===== src/rtl/core/blr_pkg.sv =====
// Package of the line rasterizer: codes, widths and reset values.
`default_nettype none

package blr_pkg;

	localparam int COORD_BITS_DEF = 12;
	localparam int RASTER_BITS    = 11;
	localparam int COLOUR_BITS    = 8;

	localparam logic [RASTER_BITS-1:0] RASTER_RESET = 11'd512;

	typedef enum logic {
		ACT_START   = 1'b0,
		ACT_ADVANCE = 1'b1
	} action_t;

	typedef enum logic {
		CFG_RASTER_WIDTH  = 1'b0,
		CFG_RASTER_HEIGHT = 1'b1
	} cfg_index_t;

endpackage

`default_nettype wire


===== src/rtl/core/bresenham_line_rasterizer.sv =====
// Top level of the Bresenham line rasterizer: input register, line state and result register.
//
//  channel  side    handshake              content
//  s_*      slave   s_tvalid / s_tready    start or advance words, action in s_tuser
//  m_*      master  m_tvalid / m_tready    pixel words, inside flag in m_tuser, last in m_tlast
//  cfg_*    slave   cfg_valid / cfg_ready  raster width and height writes
//
// A word waits in the input register until processed, and an advance word of an active line
// then loads its pixel into the result register; one word is taken per cycle unless stalled.
// The pixel step is a sign test, a subtract and an add on the error term and increments of the coordinates.
// Reset clears the line state to idle and sets both raster sizes to 512.
// A stalled pixel word holds the result register, which then holds the input register.
// Configuration writes are always taken and need no stall.
`default_nettype none

module bresenham_line_rasterizer #(
	parameter int COORD_BITS = blr_pkg::COORD_BITS_DEF
) (
	input  wire logic                                 clk,
	input  wire logic                                 arst_n,
	input  wire logic                                 s_tvalid,
	output logic                                      s_tready,
	// start_x, start_y, end_x, end_y, red_in, green_in, blue_in, zero fill
	input  wire logic [((4*COORD_BITS+3*blr_pkg::COLOUR_BITS+7)/8)*8-1:0] s_tdata,
	// action
	input  wire logic                                 s_tuser,
	output logic                                      m_tvalid,
	input  wire logic                                 m_tready,
	// pixel_x, pixel_y, red_out, green_out, blue_out, zero fill
	output logic [((2*COORD_BITS+3*blr_pkg::COLOUR_BITS+7)/8)*8-1:0] m_tdata,
	// inside_raster
	output logic                                      m_tuser,
	output logic                                      m_tlast,
	input  wire logic                                 cfg_valid,
	output logic                                      cfg_ready,
	input  wire logic                                 cfg_index,
	input  wire logic [blr_pkg::RASTER_BITS-1:0]      cfg_data
);

	localparam int CB    = COORD_BITS;
	localparam int CW    = blr_pkg::COLOUR_BITS;
	localparam int RB    = blr_pkg::RASTER_BITS;
	localparam int ERRW  = CB + 3;
	localparam int IN_W  = ((4*CB+3*CW+7)/8)*8;
	localparam int OUT_W = ((2*CB+3*CW+7)/8)*8;
	localparam int CMPW  = (CB > RB) ? CB : RB;

	logic [RB-1:0] raster_width_q;
	logic [RB-1:0] raster_height_q;

	logic            valid_s1;
	logic [IN_W-1:0] data_s1;
	logic            action_s1;
	logic            fire;
	logic            out_free;

	logic [CB-1:0]   cur_x_q;
	logic [CB-1:0]   cur_y_q;
	logic [ERRW-1:0] err_q;
	logic [CB:0]     maj2_q;
	logic [CB:0]     min2_q;
	logic            sx_neg_q;
	logic            sy_neg_q;
	logic            x_major_q;
	logic [CB:0]     pixels_left_q;
	logic [3*CW-1:0] colour_q;
	logic            active_q;

	logic [CB-1:0]   x0;
	logic [CB-1:0]   y0;
	logic [CB-1:0]   x1;
	logic [CB-1:0]   y1;
	logic [CB:0]     dx;
	logic [CB:0]     dy;
	logic [CB:0]     ndx;
	logic [CB:0]     ndy;
	logic [CB-1:0]   adx;
	logic [CB-1:0]   ady;
	logic            x_major_new;
	logic [CB-1:0]   maj;
	logic [CB-1:0]   mnr;
	logic [ERRW-1:0] err_init;

	logic            err_ge;
	logic [ERRW-1:0] err_adj;
	logic [ERRW-1:0] err_next;
	logic            step_x;
	logic            step_y;
	logic [CB-1:0]   inc_x;
	logic [CB-1:0]   inc_y;
	logic [CB-1:0]   next_x;
	logic [CB-1:0]   next_y;
	logic            last;
	logic            in_raster;
	logic            emit;

	logic [OUT_W-1:0] m_tdata_q;
	logic             m_tvalid_q;
	logic             m_tuser_q;
	logic             m_tlast_q;
	logic [OUT_W-1:0] pixel_word;

	assign cfg_ready = 1'b1;

	always_ff @(posedge clk or negedge arst_n) begin
		if (!arst_n) begin
			raster_width_q  <= blr_pkg::RASTER_RESET;
			raster_height_q <= blr_pkg::RASTER_RESET;
		end else if (cfg_valid) begin
			unique case (blr_pkg::cfg_index_t'(cfg_index))
				blr_pkg::CFG_RASTER_WIDTH:  raster_width_q  <= cfg_data;
				blr_pkg::CFG_RASTER_HEIGHT: raster_height_q <= cfg_data;
			endcase
		end
	end

	assign out_free = !m_tvalid_q || m_tready;
	assign fire     = valid_s1 && out_free;
	assign s_tready = !valid_s1 || fire;

	always_ff @(posedge clk or negedge arst_n) begin
		if (!arst_n) begin
			valid_s1 <= 1'b0;
		end else if (s_tready) begin
			valid_s1 <= s_tvalid;
		end
	end

	always_ff @(posedge clk) begin
		if (s_tready && s_tvalid) begin
			data_s1   <= s_tdata;
			action_s1 <= s_tuser;
		end
	end

	// Line set-up from the endpoints of a start word.
	always_comb begin
		x0  = data_s1[0*CB +: CB];
		y0  = data_s1[1*CB +: CB];
		x1  = data_s1[2*CB +: CB];
		y1  = data_s1[3*CB +: CB];
		dx  = {x1[CB-1], x1} - {x0[CB-1], x0};
		dy  = {y1[CB-1], y1} - {y0[CB-1], y0};
		ndx = -dx;
		ndy = -dy;
		adx = dx[CB] ? ndx[CB-1:0] : dx[CB-1:0];
		ady = dy[CB] ? ndy[CB-1:0] : dy[CB-1:0];
		x_major_new = adx > ady;
		maj = x_major_new ? adx : ady;
		mnr = x_major_new ? ady : adx;
		err_init = {2'b00, mnr, 1'b0} - {3'b000, maj};
	end

	// One pixel step of the running line.
	always_comb begin
		err_ge   = !err_q[ERRW-1];
		err_adj  = err_ge ? (err_q - {2'b00, maj2_q}) : err_q;
		err_next = err_adj + {2'b00, min2_q};
		step_x   = x_major_q || err_ge;
		step_y   = !x_major_q || err_ge;
		inc_x    = sx_neg_q ? {CB{1'b1}} : {{(CB-1){1'b0}}, 1'b1};
		inc_y    = sy_neg_q ? {CB{1'b1}} : {{(CB-1){1'b0}}, 1'b1};
		next_x   = step_x ? (cur_x_q + inc_x) : cur_x_q;
		next_y   = step_y ? (cur_y_q + inc_y) : cur_y_q;
		last     = (pixels_left_q[CB:1] == '0);
		in_raster = !cur_x_q[CB-1] && !cur_y_q[CB-1]
			&& (CMPW'(cur_x_q) < CMPW'(raster_width_q))
			&& (CMPW'(cur_y_q) < CMPW'(raster_height_q));
		emit     = fire && (blr_pkg::action_t'(action_s1) == blr_pkg::ACT_ADVANCE) && active_q;
	end

	always_ff @(posedge clk or negedge arst_n) begin
		if (!arst_n) begin
			cur_x_q       <= '0;
			cur_y_q       <= '0;
			err_q         <= '0;
			maj2_q        <= '0;
			min2_q        <= '0;
			sx_neg_q      <= 1'b0;
			sy_neg_q      <= 1'b0;
			x_major_q     <= 1'b0;
			pixels_left_q <= '0;
			colour_q      <= '0;
			active_q      <= 1'b0;
		end else if (fire) begin
			unique case (blr_pkg::action_t'(action_s1))
				blr_pkg::ACT_START: begin
					cur_x_q       <= x0;
					cur_y_q       <= y0;
					err_q         <= err_init;
					maj2_q        <= {maj, 1'b0};
					min2_q        <= {mnr, 1'b0};
					sx_neg_q      <= dx[CB];
					sy_neg_q      <= dy[CB];
					x_major_q     <= x_major_new;
					pixels_left_q <= {1'b0, maj} + {{CB{1'b0}}, 1'b1};
					colour_q      <= {data_s1[4*CB +: CW], data_s1[4*CB+CW +: CW],
						data_s1[4*CB+2*CW +: CW]};
					active_q      <= 1'b1;
				end
				blr_pkg::ACT_ADVANCE: begin
					if (active_q) begin
						cur_x_q       <= next_x;
						cur_y_q       <= next_y;
						err_q         <= err_next;
						pixels_left_q <= last ? '0 : (pixels_left_q - {{CB{1'b0}}, 1'b1});
						active_q      <= !last;
					end
				end
			endcase
		end
	end

	always_comb begin
		pixel_word = '0;
		pixel_word[0*CB +: CB]         = cur_x_q;
		pixel_word[1*CB +: CB]         = cur_y_q;
		pixel_word[2*CB +: CW]         = colour_q[2*CW +: CW];
		pixel_word[2*CB+CW +: CW]      = colour_q[CW +: CW];
		pixel_word[2*CB+2*CW +: CW]    = colour_q[0 +: CW];
	end

	always_ff @(posedge clk or negedge arst_n) begin
		if (!arst_n) begin
			m_tvalid_q <= 1'b0;
		end else if (emit) begin
			m_tvalid_q <= 1'b1;
		end else if (m_tready) begin
			m_tvalid_q <= 1'b0;
		end
	end

	always_ff @(posedge clk) begin
		if (emit) begin
			m_tdata_q <= pixel_word;
			m_tuser_q <= in_raster;
			m_tlast_q <= last;
		end
	end

	assign m_tvalid = m_tvalid_q;
	assign m_tdata  = m_tdata_q;
	assign m_tuser  = m_tuser_q;
	assign m_tlast  = m_tlast_q;

endmodule

`default_nettype wire


===== config.mk =====
export PLATFORM = sky130hd
export DESIGN_NAME = bresenham_line_rasterizer
export DESIGN_NICKNAME = d
export VERILOG_FILES = /design/src/rtl/core/blr_pkg.sv /design/src/rtl/core/bresenham_line_rasterizer.sv
export SDC_FILE = /design/constraint.sdc
export NUM_CORES = 1
export LEC_CHECK = 0
export BUFFER_PORTS_ARGS = -buffer_cell sky130_fd_sc_hd__buf_2
export CORE_MARGIN = 4
export CORE_UTILIZATION = 60
export DETAILED_ROUTE_END_ITERATION = 10
export GPL_ROUTABILITY_DRIVEN = 0
export PLACE_DENSITY = 0.81
export SLEW_MARGIN = 0
export SYNTH_ARGS = -nofsm -noshare
export SYNTH_HDL_FRONTEND = slang
export SYNTH_SLANG_ARGS = --single-unit

===== constraint.sdc =====
create_clock -name clk -period 7.65 [get_ports clk]
set_input_delay 0.3825 -clock clk [delete_from_list [all_inputs] [get_ports clk]]
set_output_delay 0.3825 -clock clk [all_outputs]
set_load 0.02 [all_outputs]

After elaboration in Yosys (flattened, before gate mapping)
Index checks and enable logic that the tools add are counted.
Operators by class
  divide/modulo/power cells: 0
  $mul: 0
  magnitude comparators: 3
  shift-type cells: 0
  bitwise gates (word level): 2
  eq/ne operators: 3
  reduce and logical (&&, ||, !) cells: 26
  add/subtract/negate cells: 11
  mux-type cells: 22
Operator list (number)
  two-way mux 12 bit: 10
  one-hot mux 12 bit (2 select lines): 2
  two-way mux 15 bit: 2
  one-hot mux 15 bit (2 select lines): 1
  two-way mux 13 bit: 2
  one-hot mux 13 bit (2 select lines): 1
  subtractor 12 x 12 -> 13 bit: 2
  adder 12 bit: 2
  less-than comparator 12 x 11 -> 1 bit: 2
  negation 12 bit: 2
  adder 15 x 13 -> 15 bit: 1
  subtractor 15 x 13 -> 15 bit: 1
  subtractor 13 x 12 -> 14 bit: 1
  adder 12 x 1 -> 13 bit, second input constant: 1
  subtractor 13 x 1 -> 13 bit, second input constant: 1
  > comparator 12 bit: 1
  zero test 12 bit: 1
  AND reduction 2 bit: 4
  logical AND 1 bit: 7
  zero test 1 bit: 7
  inequality test 2 x 1 -> 1 bit, second input constant: 3
  AND reduction 3 bit: 2
  logical OR 1 bit: 4
  two-way mux 1 bit: 3
  other kinds (3): 4
Storage, ports and cells
  input bits: 90
  memories: 0
  bits in writable memories: 0
  output and inout port bits: 53
  bits in registers: 251
  bits in latches: 0
  bits in read-only memories: 0

Depth between registers and ports, before layout
  word-level depth: 7
  depth in mapped cells: 37
  gate-level depth less buffers: 33

Worst setup path before layout
No wires, ideal clock.
  path type: reg2reg
  from: register data_s1[0]
  to: register err_q[10]
  library setup time: 65 ps
  path slack: 1131 ps
  stages on the path, launching flop included: 37
  data arrival time: 6454 ps
  data required time: 7585 ps
  cell sequence: edfxtp_1 > ha_1 > fa_1 > nor2b_1 > o2111ai_1 > a21oi_1 > o211ai_1 > a41oi_1 > nor2_1 > xnor2_1 > inv_1 > ha_1 > o21ai_0 > a21oi_1 > o21ai_0 > a21oi_1 > o21ai_0 > a21oi_1 > o31a_1 > o22ai_1 > a31o_1 > buf_6 > buf_6 > buf_2 > buf_2 > nand2_1 > o21ai_0 > fa_1 > inv_1 > a21oi_1 > mux2i_1 > a21oi_1 > maj3_2 > o21bai_4 > nand3_1 > o311ai_1 > o22a_1
On the way
  longest elaborated chain between the ends: 7
  elaborated cells between the ends (all ways): 8
  those cells by class: 3 x add/sub; 1 x order compare; 4 x mux
RTL lines
  start, declared: line bresenham_line_rasterizer.sv:52  | logic [IN_W-1:0] data_s1;
  start signal, assigned: line bresenham_line_rasterizer.sv:131  | data_s1 <= s_tdata;
  subtractor 12 x 12 -> 13 bit *: line bresenham_line_rasterizer.sv:142  | dx = {x1[CB-1], x1} - {x0[CB-1], x0};
  negation 12 bit: line bresenham_line_rasterizer.sv:144  | ndx = -dx;
  two-way mux 12 bit *: line bresenham_line_rasterizer.sv:146  | adx = dx[CB] ? ndx[CB-1:0] : dx[CB-1:0];
  > comparator 12 bit: line bresenham_line_rasterizer.sv:148  | x_major_new = adx > ady;
  two-way mux 12 bit, on equally long branches: line bresenham_line_rasterizer.sv:150, bresenham_line_rasterizer.sv:149
  subtractor 13 x 12 -> 14 bit *: line bresenham_line_rasterizer.sv:151  | err_init = {2'b00, mnr, 1'b0} - {3'b000, maj};
  one-hot mux 15 bit (2 select lines) *: line bresenham_line_rasterizer.sv:186  | unique case (blr_pkg::action_t'(action_s1))
  end signal, assigned: line bresenham_line_rasterizer.sv:190  | err_q <= err_init;
  end signal, assigned: line bresenham_line_rasterizer.sv:205  | err_q <= err_next;
  end, declared: line bresenham_line_rasterizer.sv:59  | logic [ERRW-1:0] err_q;
Every way passes the cells marked *; elsewhere a longest branch is shown, timed or not.
A chain may end at the register's enable or synchronous reset.

Final worst setup path
  from: register data_s1[0]
  to: register err_q[14]
On the way
  longest elaborated chain between the ends: 7
  elaborated cells between the ends (all ways): 8
  those cells by class: 3 x add/sub; 1 x order compare; 4 x mux
RTL lines
  subtractor 12 x 12 -> 13 bit *: line bresenham_line_rasterizer.sv:142
  negation 12 bit: line bresenham_line_rasterizer.sv:144
  two-way mux 12 bit *: line bresenham_line_rasterizer.sv:146
  > comparator 12 bit: line bresenham_line_rasterizer.sv:148
  two-way mux 12 bit *: line bresenham_line_rasterizer.sv:149  | maj = x_major_new ? adx : ady;
  via maj[1]: line bresenham_line_rasterizer.sv:80  | logic [CB-1:0] maj;
  subtractor 13 x 12 -> 14 bit *: line bresenham_line_rasterizer.sv:151
  one-hot mux 15 bit (2 select lines) *: line bresenham_line_rasterizer.sv:186
Mark *: on every way through the listed nets, which the timed path passes. The rest lies on a longest branch.

==> impl_metrics.csv <==
group,metric,value,unit
critical_path,path_class,"register to register",
sta,setup_viol,0,
critical_path,slowest_stage,"a31o_2",
pwr,ir_worst_vdd,295,uV
worst_hold_path,hold_path.class,"input port to register",
floorplanning,dieArea,27000,um^2
final_layout,fillerInstances,1707,
critical_path,worstPathArrival,7470,ps
critical_path,critPathLaunchType,"register",
sta,tightestPinTransition,1040,ps
synth,synth_seq_cells,250,
placed_design,dp_hpwl,23.7,mm
sta,finalHoldViolCount,0,
routing,num_vias,11589,
placed_design,dp_slack,842,ps
sta,setup_ws,617,ps
global_routing,grt_pass1_wl,57.3,mm
final_layout,mostFrequentLayoutCells,"232 x nand2_1, 140 x buf_2, 128 x o21ai_0, 125 x dfrtp_1, 123 x edfxtp_1",
clock_tree,insertion_delay,560,ps
sta,finalClockSkew,8.14,ps
floorplanning,core-area,23800,um^2
placed_design,numPortBuffers,141,
sta,rsz0062_at_grt,"false",
synth,synth_area_per_cell,9.90,um^2
pwr,p_leak,7.71,nW
global_routing,grt_max_degree,77,
synth,synthCells,1482,
placed_design,placedCellCount,1905,
critical_path,r2r_cells,31,
synth,synth_cell_types,88,
pwr,p_per_area,429,nW/um^2
floorplanning,pin_count,143,
synth,synth_edf_count,123,
floorplanning,row_count,56,
floorplanning,die_h,164,um
pwr,fin_total_pwr,0.00732,W
synth,synth_nets,1687,
routing,ant_nets,0,
final_layout,nets,1873,
critical_path,crit_required,8090,ps
sta,period_needed,7030,ps
global_routing,antenna_found_initial,1,
floorplanning,dieWidth,164,um
critical_path,path_max_fanout,18,
synth,ys.flop_type,"dfrtp_1",
synth,synth_seq_area_share,46.8,%
worst_hold_path,hold_path_depth,1,
final_layout,finish.utilization,71.9,%
floorplanning,start_util,61.8,%
global_routing,grt_pass1_vias,11615,
sta,fmax,142,MHz
final_layout,final_common_cell,"nand2_1",
routing,drt_pass1_iterations,5,
critical_path,endpoint_kind,"register",
clock_tree,cts_tree,"done",
clock_tree,cts_setup_buffers,0,
job,cap_violations,0,
sta,period_share,91.9,%
clock_tree,cts_sinks,250,
final_layout,areaGrowthSynthToFinish,16.3,%
sta,finalSetupTns,0,ps
clock_tree,root_buffer,"clkbuf_16",
final_layout,fin_cells,2009,
clock_tree,h-tree-depth,1,
synth,ys_async_sr_fraction,50.8,%
global_routing,track_usage,26.3,%
status,status,"complete, no violations",
clock_tree,cts.clk_slew.worst_paths,60,ps
critical_path,crit_path_frequent_cell,"a21oi_1",
global_routing,grt_overflow,0,
sta,slew_headroom,30.2,%
clock_tree,cts-buffers-inserted,27,
routing,first_iter_violations,781,
clock_tree,cts_buffer_depth,3,
routing,drc,0,
routing,wl_per_cell,17.5,um
synth,yosys_warnings,0,
final_layout,drive_gt1_share,14.0,%
critical_path,cpPeakStageDelay,530,ps
routing,viasPerCell,5.77,
synth,synth_area,14700,um^2
sta,slew_viol_final,0,
routing,drt-total-wl,35.1,mm
[final timing paths]
path,startpoint,to,slack (ps)
min in group asynchronous,arst_n,raster_height_q[4]$_DFFE_PN0P_,360
max in group asynchronous,arst_n,err_q[1]$_DFFE_PN0P_,5820
setup / recovery,data_s1[0]$_DFFE_PP_,err_q[14]$_DFFE_PN0P_,620
hold / removal,s_tdata[65],data_s1[65]$_DFFE_PP_,10
setup reg to reg,data_s1[0]$_DFFE_PP_,err_q[14]$_DFFE_PN0P_,620
hold reg to reg,data_s1[53]$_DFFE_PP_,colour_q[21]$_DFFE_PN0P_,440
[sequential cells by signal, summed over array words and instances, names as in the netlist, 11 cells and up]
name / count
pixels_left_q: 13
data_s1: 72
raster_width_q: 11
min2_q: 12
err_q: 14
m_tdata: 48
cur_y_q: 12
raster_height_q: 11
maj2_q: 12
cur_x_q: 12
colour_q: 24
[metal layers]
layer	share of wire [%]	routed length [um]	GRT usage (%)	up-vias
li1	-	-	-	5601
met1	43	15200	35.7	5500
met2	48	16800	44.0	412
met3	6.1	2150	3.34	76
met4	2.9	1020	8.88	0
met5	0	0	0	-
[Yosys cell counts (8+ instances only)]
cell type | count | share of area [%]
a22o_1 | 8 | 0.48
o21ai_1 | 9 | 0.31
xnor2_1 | 58 | 3.5
inv_1 | 115 | 2.9
mux2i_1 | 24 | 1.6
a21oi_1 | 97 | 3.3
nor2_1 | 75 | 1.9
nand2_1 | 232 | 5.9
o22ai_1 | 9 | 0.38
ha_1 | 108 | 9.2
or3_1 | 9 | 0.38
a21o_1 | 14 | 0.72
buf_2 | 8 | 0.27
nor2b_1 | 26 | 1.1
mux2_2 | 14 | 1.1
o21a_1 | 17 | 0.87
nand2b_1 | 19 | 0.81
o21ai_0 | 128 | 4.4
nor3_1 | 22 | 0.75
o21bai_1 | 17 | 0.87
xor2_1 | 23 | 1.4
dfrtp_1 | 125 | 21
nand3_1 | 17 | 0.58
edfxtp_1 | 123 | 25
clkbuf_1 | 35 | 0.90
[stage by stage]
| step | hold slack [ps] | cell area [um^2] |
|---|---|---|
| 3_3_place_gp | 376 | 15700 |
| 2_1_floorplan | 86.9 | 14700 |
| 4_1_cts | 0.213 | 17000 |
| 5_1_grt | 0.453 | 17100 |
| 6_report | 13.0 | 17100 |
| 3_5_place_dp | 383 | 15700 |
[worst max-delay path: cells and delay by family (launching register included)]
kind | cells | cell delay [ps]
adders and majority gates | 4 | 1320
xor gates and xnor gates | 1 | 470
DFF | 1 | 410
and+or+nand+nor | 2 | 230
muxes | 1 | 450
buffers and inverters | 4 | 560
AOI/OAI and AO/OA | 19 | 3480
[kinds of logic after synthesis]
family          count (synthesis)  share of synthesized area, %
simple gates                  442                          13.6
compound gates                377                          16.0
flops                         250                          46.8
buf+inv                       166                          4.49
fa+ha+maj                     117                          10.3
xor+xnor                       83                          5.10
mux                            46                          3.61
other cells                     1                        0.0256
[where the power goes]
group,leakage [nW],switching [W],internal (W)
Sequential,2.73,0.000241,0.00177
Combinational,4.56,0.00232,0.00172
Clock,0.418,0.000546,0.000732
[cell type report]
| class | instances | area, um^2 | area share [%] |
|---|---|---|---|
| antenna | 1 | 2.50 | 0.0147 |
| clock buffer | 43 | 776 | 4.54 |
| clock inverter | 7 | 81.3 | 0.476 |
| inverter | 116 | 435 | 2.55 |
| multi-input combinational | 1066 | 7160 | 42.0 |
| sequential | 250 | 6870 | 40.3 |
| tap | 319 | 399 | 2.34 |
| timing repair buffer | 207 | 1340 | 7.85 |
[timing repair]
action / in CTS / in global routing
resized for setup: 0 / 0
hold endpoints to repair: 98 / 3
hold buffers: 50 / 3
No activity file was read; power rests on OpenSTA's default activity.
